$ cat src/design/bezier_de_casteljau_eval_core_macros.svh
// ----------------------------------------------------------------------------
// Assertion macros for the Bezier evaluator
// Short forms for same-cycle and next-cycle implications on clk and rst.
// ----------------------------------------------------------------------------
`ifndef BEZIER_DE_CASTELJAU_EVAL_CORE_MACROS_SVH
`define BEZIER_DE_CASTELJAU_EVAL_CORE_MACROS_SVH

// Same-cycle implication.
`define BDC_ASSERT_IMPL(lbl, ante, cons) \
  lbl: assert property (@(posedge clk) disable iff (rst) (ante) |-> (cons)) \
    else $error("assertion failed");

// Next-cycle implication.
`define BDC_ASSERT_NEXT(lbl, ante, cons) \
  lbl: assert property (@(posedge clk) disable iff (rst) (ante) |=> (cons)) \
    else $error("assertion failed");

`endif

$ cat src/design/bdc_pkg.sv
// ----------------------------------------------------------------------------
// bdc_pkg
// Types and constants shared by the Bezier evaluator modules.
// ----------------------------------------------------------------------------
`default_nettype none
package bdc_pkg;

  typedef enum logic [1:0] {
    KIND_APPEND = 2'd0,
    KIND_CLEAR  = 2'd1,
    KIND_EVAL   = 2'd2
  } kind_t;

  typedef enum logic [1:0] {
    STAT_OK    = 2'd0,
    STAT_EMPTY = 2'd1,
    STAT_OVF   = 2'd2
  } status_t;

  typedef enum logic [2:0] {
    ST_IDLE,
    ST_ERR,
    ST_COPY,
    ST_DRAIN,
    ST_LEVEL,
    ST_EMIT,
    ST_EMIT_LD
  } st_t;

  localparam int T_BITS   = 17;
  localparam int LV_BITS  = 4;
  localparam logic [T_BITS-1:0] T_ONE = 17'd65536;
  localparam int FRAC_BITS = 16;

  typedef struct packed {
    kind_t                kind;
    logic [T_BITS-1:0]    t;
    logic [LV_BITS-1:0]   levels;
  } cmd_ctl_t;

endpackage
`default_nettype wire

$ cat src/design/bdc_front.sv
// ----------------------------------------------------------------------------
// bdc_front
// Takes input beats, drops unused kinds, saturates t and queues commands.
// ----------------------------------------------------------------------------
`default_nettype none
module bdc_front #(
  parameter int COORD_BITS = 24
) (
  input  wire logic                         in_valid,
  output logic                              in_stall,
  input  wire logic [1:0]                   kind,
  input  wire logic signed [COORD_BITS-1:0] x_coord,
  input  wire logic signed [COORD_BITS-1:0] y_coord,
  input  wire logic [bdc_pkg::T_BITS-1:0]   t_param,
  input  wire logic [bdc_pkg::LV_BITS-1:0]  levels,
  input  wire logic                         q_full,
  output logic                              push,
  output bdc_pkg::cmd_ctl_t                 push_ctl,
  output logic [COORD_BITS-1:0]             push_x,
  output logic [COORD_BITS-1:0]             push_y
);
  import bdc_pkg::*;

  logic known;

  always_comb begin
    unique case (kind)
      KIND_APPEND, KIND_CLEAR, KIND_EVAL: known = 1'b1;
      default:                            known = 1'b0;
    endcase
  end

  assign in_stall = q_full;
  // drop the unused kind here; it never reaches the back end
  assign push     = in_valid && !q_full && known;

  always_comb begin
    push_ctl.kind   = kind_t'(kind);
    push_ctl.t      = (t_param > T_ONE) ? T_ONE : t_param;
    push_ctl.levels = levels;
  end

  assign push_x = x_coord;
  assign push_y = y_coord;
endmodule
`default_nettype wire

$ cat src/design/bdc_queue.sv
// ----------------------------------------------------------------------------
// bdc_queue
// Two-entry command queue between front and back ends.
// ----------------------------------------------------------------------------
`default_nettype none
module bdc_queue #(
  parameter int W = 8
) (
  input  wire logic         clk,
  input  wire logic         rst,
  input  wire logic         push,
  input  wire logic [W-1:0] push_data,
  output logic              full,
  input  wire logic         pop,
  output logic              q_valid,
  output logic [W-1:0]      q_data
);
  logic [W-1:0] mem [2];
  logic         wr_ptr, rd_ptr;
  logic [1:0]   fill;

  always_ff @(posedge clk) begin
    if (push) begin
      mem[wr_ptr] <= push_data;
    end
  end

  always_ff @(posedge clk) begin
    if (rst) begin
      wr_ptr <= 1'b0;
      rd_ptr <= 1'b0;
      fill   <= '0;
    end else begin
      if (push) wr_ptr <= ~wr_ptr;
      if (pop)  rd_ptr <= ~rd_ptr;
      fill <= fill + 2'(push) - 2'(pop);
    end
  end

  assign full    = fill == 2'd2;
  assign q_valid = fill != 2'd0;
  assign q_data  = mem[rd_ptr];
endmodule
`default_nettype wire

$ cat src/design/bdc_back.sv
// ----------------------------------------------------------------------------
// bdc_back
// Point store, work store, lerp pipeline and output register.
// ----------------------------------------------------------------------------
`default_nettype none
module bdc_back #(
  parameter int MAX_POINTS = 16,
  parameter int COORD_BITS = 24
) (
  input  wire logic                          clk,
  input  wire logic                          rst,
  input  wire logic                          cmd_valid,
  output logic                               cmd_pop,
  input  wire bdc_pkg::cmd_ctl_t             cmd_ctl,
  input  wire logic [COORD_BITS-1:0]         cmd_x,
  input  wire logic [COORD_BITS-1:0]         cmd_y,
  output logic                               out_valid,
  input  wire logic                          out_stall,
  output logic signed [COORD_BITS-1:0]       out_x,
  output logic signed [COORD_BITS-1:0]       out_y,
  output logic                               last,
  output logic [1:0]                         status
);
  import bdc_pkg::*;

  localparam int AW    = $clog2(MAX_POINTS);
  localparam int CNT_W = AW + 1;
  localparam int LW    = (CNT_W > LV_BITS) ? CNT_W : LV_BITS;
  localparam int CB    = COORD_BITS;
  localparam int DW    = CB + 1;
  localparam int PW    = DW + T_BITS + 1;
  localparam int SW    = PW - FRAC_BITS;
  localparam logic [CNT_W-1:0] FULL = CNT_W'(MAX_POINTS);
  localparam logic [PW-1:0]    HALF = PW'(1) << (FRAC_BITS - 1);

  st_t               state, state_next;
  logic [CNT_W-1:0]  count, count_next, n, n_next, lv, lv_next, j, j_next;
  logic [AW-1:0]     idx, idx_next;
  logic [T_BITS-1:0] t_reg, t_next;
  logic              emit_last, emit_last_next;
  status_t           err_stat, err_stat_next;
  logic [LW-1:0]     lv_req, lv_cap;

  logic [2*CB-1:0]   ps_mem [MAX_POINTS];
  logic [2*CB-1:0]   wk_mem [MAX_POINTS];
  logic [2*CB-1:0]   ps_rd, rd_a, rd_b, wk_wd;
  logic [AW-1:0]     ra_addr, rb_addr, wk_wa;
  logic              ps_we, wk_we, cp_issue, lv_issue;

  logic              cp_v, s1_v, s2_v;
  logic [AW-1:0]     cp_addr, s1_addr, s2_addr;
  logic signed [CB-1:0] s2_ax, s2_ay;
  logic signed [PW-1:0] s2_px, s2_py;
  logic signed [DW-1:0] dx, dy;
  logic signed [PW-1:0] px, py;
  logic signed [PW-1:0] rx_sum, ry_sum;
  logic signed [SW-1:0] rx, ry;
  logic signed [CB-1:0] nx, ny;

  logic              o_load, o_zero, o_last_n, free;
  logic [1:0]        o_stat_n;

  // -------- sequencer --------
  always_ff @(posedge clk) begin
    if (rst) begin
      state <= ST_IDLE;
      count <= '0;
    end else begin
      state <= state_next;
      count <= count_next;
    end
  end

  always_ff @(posedge clk) begin
    n         <= n_next;
    lv        <= lv_next;
    j         <= j_next;
    idx       <= idx_next;
    t_reg     <= t_next;
    emit_last <= emit_last_next;
    err_stat  <= err_stat_next;
  end

  assign free   = !out_valid || !out_stall;
  assign lv_req = LW'(cmd_ctl.levels);
  assign lv_cap = LW'(count) - LW'(1);

  always_comb begin
    state_next     = state;
    count_next     = count;
    n_next         = n;
    lv_next        = lv;
    j_next         = j;
    idx_next       = idx;
    t_next         = t_reg;
    emit_last_next = emit_last;
    err_stat_next  = err_stat;
    cmd_pop        = 1'b0;
    ps_we          = 1'b0;
    cp_issue       = 1'b0;
    lv_issue       = 1'b0;
    o_load         = 1'b0;
    o_zero         = 1'b0;
    o_last_n       = 1'b1;
    o_stat_n       = STAT_OK;
    unique case (state)
      ST_IDLE: begin
        if (cmd_valid) begin
          cmd_pop = 1'b1;
          case (cmd_ctl.kind)
            KIND_APPEND: begin
              if (count == FULL) begin
                err_stat_next = STAT_OVF;
                state_next    = ST_ERR;
              end else begin
                ps_we      = 1'b1;
                count_next = count + CNT_W'(1);
              end
            end
            KIND_CLEAR: count_next = '0;
            KIND_EVAL: begin
              if (count == '0) begin
                err_stat_next = STAT_EMPTY;
                state_next    = ST_ERR;
              end else begin
                n_next     = count;
                lv_next    = CNT_W'((lv_req > lv_cap) ? lv_cap : lv_req);
                t_next     = cmd_ctl.t;
                j_next     = '0;
                idx_next   = '0;
                state_next = ST_COPY;
              end
            end
            default: ;
          endcase
        end
      end
      ST_ERR: begin
        if (free) begin
          o_load     = 1'b1;
          o_zero     = 1'b1;
          o_stat_n   = err_stat;
          state_next = ST_IDLE;
        end
      end
      ST_COPY: begin
        cp_issue = 1'b1;
        if ({1'b0, idx} == n - CNT_W'(1)) begin
          state_next = ST_DRAIN;
        end else begin
          idx_next = idx + AW'(1);
        end
      end
      ST_DRAIN: begin
        // hold until every write of the previous pass has landed
        if (!cp_v && !s1_v && !s2_v) begin
          idx_next   = '0;
          state_next = (j < lv) ? ST_LEVEL : ST_EMIT;
        end
      end
      ST_LEVEL: begin
        lv_issue = 1'b1;
        if ({1'b0, idx} == n - CNT_W'(2) - j) begin
          j_next     = j + CNT_W'(1);
          state_next = ST_DRAIN;
        end else begin
          idx_next = idx + AW'(1);
        end
      end
      ST_EMIT: begin
        if (free) begin
          emit_last_next = ({1'b0, idx} == n - lv - CNT_W'(1));
          state_next     = ST_EMIT_LD;
        end
      end
      ST_EMIT_LD: begin
        o_load   = 1'b1;
        o_last_n = emit_last;
        if (emit_last) begin
          state_next = ST_IDLE;
        end else begin
          idx_next   = idx + AW'(1);
          state_next = ST_EMIT;
        end
      end
      default: state_next = ST_IDLE;
    endcase
  end

  // -------- memories --------
  assign ra_addr = idx;
  assign rb_addr = idx + AW'(1);

  always_ff @(posedge clk) begin
    if (ps_we) begin
      ps_mem[count[AW-1:0]] <= {cmd_x, cmd_y};
    end
    ps_rd <= ps_mem[idx];
  end

  assign wk_we = cp_v || s2_v;
  assign wk_wa = cp_v ? cp_addr : s2_addr;
  assign wk_wd = cp_v ? ps_rd : {nx, ny};

  always_ff @(posedge clk) begin
    if (wk_we) begin
      wk_mem[wk_wa] <= wk_wd;
    end
    rd_a <= wk_mem[ra_addr];
    rd_b <= wk_mem[rb_addr];
  end

  // -------- lerp pipeline --------
  always_ff @(posedge clk) begin
    if (rst) begin
      cp_v <= 1'b0;
      s1_v <= 1'b0;
      s2_v <= 1'b0;
    end else begin
      cp_v <= cp_issue;
      s1_v <= lv_issue;
      s2_v <= s1_v;
    end
  end

  assign dx = DW'($signed(rd_b[2*CB-1:CB])) - DW'($signed(rd_a[2*CB-1:CB]));
  assign dy = DW'($signed(rd_b[CB-1:0]))    - DW'($signed(rd_a[CB-1:0]));
  assign px = PW'($signed({1'b0, t_reg})) * PW'(dx);
  assign py = PW'($signed({1'b0, t_reg})) * PW'(dy);

  always_ff @(posedge clk) begin
    cp_addr <= idx;
    s1_addr <= idx;
    s2_addr <= s1_addr;
    s2_ax   <= $signed(rd_a[2*CB-1:CB]);
    s2_ay   <= $signed(rd_a[CB-1:0]);
    s2_px   <= px;
    s2_py   <= py;
  end

  // round half up: add one half then floor
  assign rx_sum = s2_px + $signed(HALF);
  assign ry_sum = s2_py + $signed(HALF);
  assign rx     = rx_sum[PW-1:FRAC_BITS];
  assign ry     = ry_sum[PW-1:FRAC_BITS];
  assign nx     = CB'(SW'(s2_ax) + rx);
  assign ny     = CB'(SW'(s2_ay) + ry);

  // -------- output register --------
  always_ff @(posedge clk) begin
    if (rst) begin
      out_valid <= 1'b0;
    end else if (o_load) begin
      out_valid <= 1'b1;
    end else if (!out_stall) begin
      out_valid <= 1'b0;
    end
  end

  always_ff @(posedge clk) begin
    if (o_load) begin
      out_x  <= o_zero ? '0 : $signed(rd_a[2*CB-1:CB]);
      out_y  <= o_zero ? '0 : $signed(rd_a[CB-1:0]);
      last   <= o_last_n;
      status <= o_stat_n;
    end
  end
endmodule
`default_nettype wire

$ cat src/design/bezier_de_casteljau_eval_core.sv
// ----------------------------------------------------------------------------
// bezier_de_casteljau_eval_core
// 2D de Casteljau Bezier evaluator over a list of Q12.12 control points.
// ----------------------------------------------------------------------------
// Input channel (in_valid / in_stall): one beat carries kind, a point for
// append, and t_param and levels for evaluate. Unused kinds are dropped.
// Output channel (out_valid / out_stall): one beat per result point, with
// last set on the final point of an evaluation and on error results.
// A two-entry queue decouples the front from the back, so input beats are
// taken while a result waits for the receiver.
// Append and clear are handled in the back end's idle state. Evaluate of n
// points and L levels (capped at n-1) copies the points, runs L lerp passes
// (n-1-j lerps in pass j) and emits the remaining points; the single shared
// lerp pipeline takes one point pair a cycle within a pass and drains between
// passes. An error result is loaded once the output register is free.
// Reset empties the point list, the queue and the output register; stored
// points are not cleared. While out_stall is high the result beat holds and
// the back end holds its next result; the queue may fill and raise in_stall.
// ----------------------------------------------------------------------------
`default_nettype none
`include "bezier_de_casteljau_eval_core_macros.svh"
module bezier_de_casteljau_eval_core #(
  parameter int MAX_POINTS = 16,
  parameter int COORD_BITS = 24
) (
  input  wire logic                         clk,
  input  wire logic                         rst,
  input  wire logic                         in_valid,
  output logic                              in_stall,
  input  wire logic [1:0]                   kind,
  input  wire logic signed [COORD_BITS-1:0] x_coord,
  input  wire logic signed [COORD_BITS-1:0] y_coord,
  input  wire logic [bdc_pkg::T_BITS-1:0]   t_param,
  input  wire logic [bdc_pkg::LV_BITS-1:0]  levels,
  output logic                              out_valid,
  input  wire logic                         out_stall,
  output logic signed [COORD_BITS-1:0]      out_x,
  output logic signed [COORD_BITS-1:0]      out_y,
  output logic                              last,
  output logic [1:0]                        status
);
  import bdc_pkg::*;

  localparam int QW = $bits(cmd_ctl_t) + 2 * COORD_BITS;

  logic              q_full, push, cmd_valid, cmd_pop;
  cmd_ctl_t          push_ctl, cmd_ctl;
  logic [COORD_BITS-1:0] push_x, push_y, cmd_x, cmd_y;
  logic [QW-1:0]     q_data;

  // Front: classify the beat and saturate t.
  bdc_front #(.COORD_BITS(COORD_BITS)) u_front (
    .in_valid (in_valid),
    .in_stall (in_stall),
    .kind     (kind),
    .x_coord  (x_coord),
    .y_coord  (y_coord),
    .t_param  (t_param),
    .levels   (levels),
    .q_full   (q_full),
    .push     (push),
    .push_ctl (push_ctl),
    .push_x   (push_x),
    .push_y   (push_y)
  );

  // Queue: hold commands while the back end is busy.
  bdc_queue #(.W(QW)) u_queue (
    .clk       (clk),
    .rst       (rst),
    .push      (push),
    .push_data ({push_ctl, push_x, push_y}),
    .full      (q_full),
    .pop       (cmd_pop),
    .q_valid   (cmd_valid),
    .q_data    (q_data)
  );

  assign cmd_ctl = q_data[QW-1:2*COORD_BITS];
  assign cmd_x   = q_data[2*COORD_BITS-1:COORD_BITS];
  assign cmd_y   = q_data[COORD_BITS-1:0];

  // Back: store points, run the lerp passes, drive result beats.
  bdc_back #(.MAX_POINTS(MAX_POINTS), .COORD_BITS(COORD_BITS)) u_back (
    .clk       (clk),
    .rst       (rst),
    .cmd_valid (cmd_valid),
    .cmd_pop   (cmd_pop),
    .cmd_ctl   (cmd_ctl),
    .cmd_x     (cmd_x),
    .cmd_y     (cmd_y),
    .out_valid (out_valid),
    .out_stall (out_stall),
    .out_x     (out_x),
    .out_y     (out_y),
    .last      (last),
    .status    (status)
  );

  // Error beats close their run and carry a zero point.
  `BDC_ASSERT_IMPL(a_err_last, out_valid && status != STAT_OK, last)
  `BDC_ASSERT_IMPL(a_err_zero, out_valid && status != STAT_OK, out_x == '0 && out_y == '0)
  // The back end only takes a command that the queue holds.
  `BDC_ASSERT_IMPL(a_pop_valid, cmd_pop, cmd_valid)
endmodule
`default_nettype wire
$ cat config.mk
export PLATFORM = sky130hd
export DESIGN_NAME = bezier_de_casteljau_eval_core
export DESIGN_NICKNAME = d
export VERILOG_FILES = /design/src/design/bdc_pkg.sv /design/src/design/bdc_front.sv /design/src/design/bdc_queue.sv /design/src/design/bdc_back.sv /design/src/design/bezier_de_casteljau_eval_core.sv
export VERILOG_INCLUDE_DIRS = /design/src /design/src/design
export SDC_FILE = /design/constraint.sdc
export NUM_CORES = 2
export LEC_CHECK = 0
export BUFFER_PORTS_ARGS = -buffer_cell sky130_fd_sc_hd__buf_2
export CAP_MARGIN = 20
export CELL_PAD_IN_SITES_DETAIL_PLACEMENT = 0
export CELL_PAD_IN_SITES_GLOBAL_PLACEMENT = 2
export CORE_ASPECT_RATIO = 0.7
export CORE_MARGIN = 2
export CORE_UTILIZATION = 45
export DETAILED_ROUTE_END_ITERATION = 16
export PLACE_DENSITY_LB_ADDON = 0.1
export RECOVER_POWER = 100
export SETUP_SLACK_MARGIN = 0.3
export SLEW_MARGIN = 20
export SYNTH_ARGS = -nofsm -noshare
export SYNTH_HDL_FRONTEND = slang
export SYNTH_HIERARCHICAL = 1
export SYNTH_SLANG_ARGS = --single-unit
$ cat constraint.sdc
create_clock -name clk -period 12.5 [get_ports clk]
set_clock_uncertainty 0.15 [all_clocks]
set_input_delay 0.625 -clock clk [delete_from_list [all_inputs] [get_ports clk]]
set_output_delay 0.625 -clock clk [all_outputs]
set_load 0.005 [all_outputs]
==> results by group <==
STA
  – Final hold violations: 0
  – Tcrit/Tclk final: 86.7%
  – RSZ-0062 raised after global routing: no
  – Tightest Pin Transition: 8.39 ns
  – Normalized max-slew margin: -460%
  – Final min period: 10.84 ns
  – # setup viols final: 0
  – Pins Over Slew Limit: 2,809
  – Fmax: 0.0922 GHz
  – Setup TNS: 0 ns

Synth
  – Distinct cells, synth: 86
  – Synth Warn #: 6
  – Syn avg cell area: 15.2 um^2
  – Post-synth EDFFs: 1,768
  – Multiplexer share of the synthesized area: 15.3%
  – Seq/Total Area, Yosys: 51.5%
  – Post-Syn Nets: 8,660
  – Ys flop type: edfxtp_1
  – Post-synthesis compound-gate area fraction: 2.62%
  – Main combinational cell family by area after synthesis: adder cells
  – XOR/XNOR Fraction of Synth Area: 1.78%
  – Simple-Gate Fraction of Synth Area: 6.23%
  – Synth Instances: 7,478
  – Adder-Cell Fraction of Synth Area: 17.5%
  – Netlist area before placement: 0.113 mm^2
  – Ys async rst share: 0%
  – Synthesized flop and latch total: 2,035

Worst setup path
  – Worst EP arrival: 11.33 ns
  – Max stage delay on crit path: 1.40 ns
  – R2R Setup Slk: 1.66 ns
  – CP Max Fanout: 17
  – Worst EP required: 12.99 ns
  – Critical Path End Type: register
  – WS Path Type: register to register
  – Cells on worst reg2reg path: 34
  – R2R Path Start: u_back/rd_a[0]
  – Critical Path Most Common Cell: fa_1
  – CP Launch Type: register
  – Worst path slowest cell: a2111oi_0
  – Reg-to-reg endpoint: u_back/s2_py[39]

Outcome
  – Status: complete, but fails checks
  – Failing checks: capacitance limit, slew limit

Floorplanning
  – Die Y: 424 um
  – Die ar.: 0.256 mm^2
  – Initial Utilization: 45.2%
  – Core Footprint: 0.251 mm^2
  – Std cell rows: 154
  – Die X-Extent: 604 um
  – I/O pin count: 128

Hold path
  – Worst Hold Depth: 2
  – Hold_sp: rst
  – Worst Hold Class: input pin to register

Global routing
  – Grt total ovfl: 0
  – Global-route wire length before repair: 472 mm
  – Vias in the first global route: 65,400
  – Total Routing Usage GR: 25.6%
  – Initial antenna violation count: 24
  – Largest net degree at the start of global routing: 107

Detailed routing
  – DR pass1 iterations: 5
  – Wirelength per Cell: 29.0 um
  – Post-Route WL: 324 mm
  – Post-detailed-route count of antenna-violating nets: 0
  – Vias: 63,900
  – Residual DRC: 0
  – Detailed Route Iter0 Violations: 6,573
  – Vias per cell: 5.72

Finish
  – FF/Latch Area: 0.0584 mm^2
  – Nets: 8,821
  – Most frequent cells in the layout: edfxtp_1 (1,768), inv_1 (1,042), fa_1 (794), mux4_2 (720), nand2_1 (537)
  – Synth-to-layout area growth: 9.84%
  – Share of cells above drive strength 1: 15.6%
  – Commonest non-fill, non-tap cell in the layout: edfxtp_1
  – Multi-input logic area: 0.0492 mm^2
  – # fillers: 21,400

Clock tree
  – Worst-skew pair later-pin latency: 0.87 ns
  – Clock Path Buffers: 4
  – Number of clock sinks: 2,035
  – Clk root buf: clkbuf_16
  – H-tree levels: 4
  – CTS tree: yes
  – Post_cts resized: 0
  – TritonCTS Buffers: 195
  – Clock slew seen by the registers of the worst setup and hold paths: 0.07 ns

Placed design
  – Final HPWL DP: 213 mm
  – IO Port Bufs: 127
  – Final GP Congestion: 0.848

Job
  – Max-Cap Viols: 99
how the worst max path moves through the flow:
stage | to | from | cells after the start | slack (ns)
final | u_back/s2_py[39] | u_back/rd_a[0] | 34 | 1.66
after global routing | u_back/s2_py[39] | u_back/rd_b[0] | 35 | 1.04
after floorplan | u_back/s2_py[39] | u_back/rd_a[0] | 35 | 3.51
after detailed placement | u_back/s2_py[39] | u_back/rd_b[0] | 37 | 2.70
after CTS | u_back/s2_py[39] | u_back/rd_b[0] | 37 | 2.59
after global placement | u_back/s2_px[39] | u_back/rd_a[26] | 34 | 2.73
cell type report:
cell class                      instances  share of cell area, %
Inverter                             1042                   3.14
Multi-Input combinational cell       3997                   39.5
Clock inverter                         83                  0.840
Timing Repair Buffer                  368                   1.77
Tap cell                             3354                   3.37
Antenna cell                           10                 0.0201
Sequential cell                      2035                   46.9
Clock buffer                          272                   4.48
cells by family after synthesis:
logic type      after synthesis
compound gates              459
xor+xnor                    227
fa+ha+maj                  1107
buf+inv                    1446
flops                      2035
mux                         798
other cells                   1
simple gates               1405
Yosys cell counts, types with 6 or more instances:
cell       instances  area (um^2)
edfxtp_1        1768        53100
o2111ai_1          6         52.6
o31ai_1            8         60.1
clkbuf_1         285         1070
buf_4             55          413
mux2_4            70         1050
dfxtp_1          267         5350
nor2_1           152          571
buf_1             56          210
xnor2_1          158         1380
xor2_1            67          587
inv_1           1042         3910
fa_1             794        15900
nand2b_1          41          257
nand3_1           52          260
or3_1             10         62.6
and2_1           380         2380
a21oi_1          115          576
mux4_2           720        16200
nand2_1          538         2020
mux2_2             6         67.6
o21a_1            26          195
o21ai_0           99          495
nor3_1            40          200
a21o_1            46          345
a31oi_1           61          382
o21bai_1          12         90.1
and3_1            27          169
nor3b_1           13         97.6
o21ai_1           12         60.1
nand4_1           20          125
a211oi_1          10         75.1
ha_1             313         3920
buf_12             7          140
nor2b_1           95          594
worst max-delay path, delay by kind of cell, from the launching register on:
kind,cells,cell delay [ns]
compound gates,12,4.33
fa+ha+maj,9,3.98
simple gates,5,1.00
buf+inv,5,0.44
xor+xnor,3,0.39
flops,1,0.32
what timing repair did:
| action | in CTS | in global routing |
|---|---|---|
| setup endpoints to repair | 0 | 0 |
| setup buffers | 0 | 0 |
| hold buffers | 57 | 0 |
| hold endpoints to repair | 114 | 0 |
metal layers:
layer	up-vias	GRT usage [%]	part of all wire [%]
met5	-	0	0.012
met4	6	4.06	1.7
li1	26800	-	-
met2	2247	37.2	43
met3	279	4.66	7.6
met1	34500	40.7	48
per-stage QoR:
stage               hold slack (ns)  setup slack (ns)  util [%]  instances  area (um^2)
floorplan                     0.181              3.51         -       7478       113000
global placement              0.183              2.73      47.1      10700       118000
detailed placement            0.187              2.70      47.1      10700       118000
CTS                         0.00886              2.59      50.0      11100       126000
global route                 0.0348              1.04      49.6      11200       125000
finish                       0.0530              1.66      49.6      11200       125000
Power is left out: the tool's default activity adds up to more than one toggle a clock period on the data nets, which glitch-free logic cannot reach.
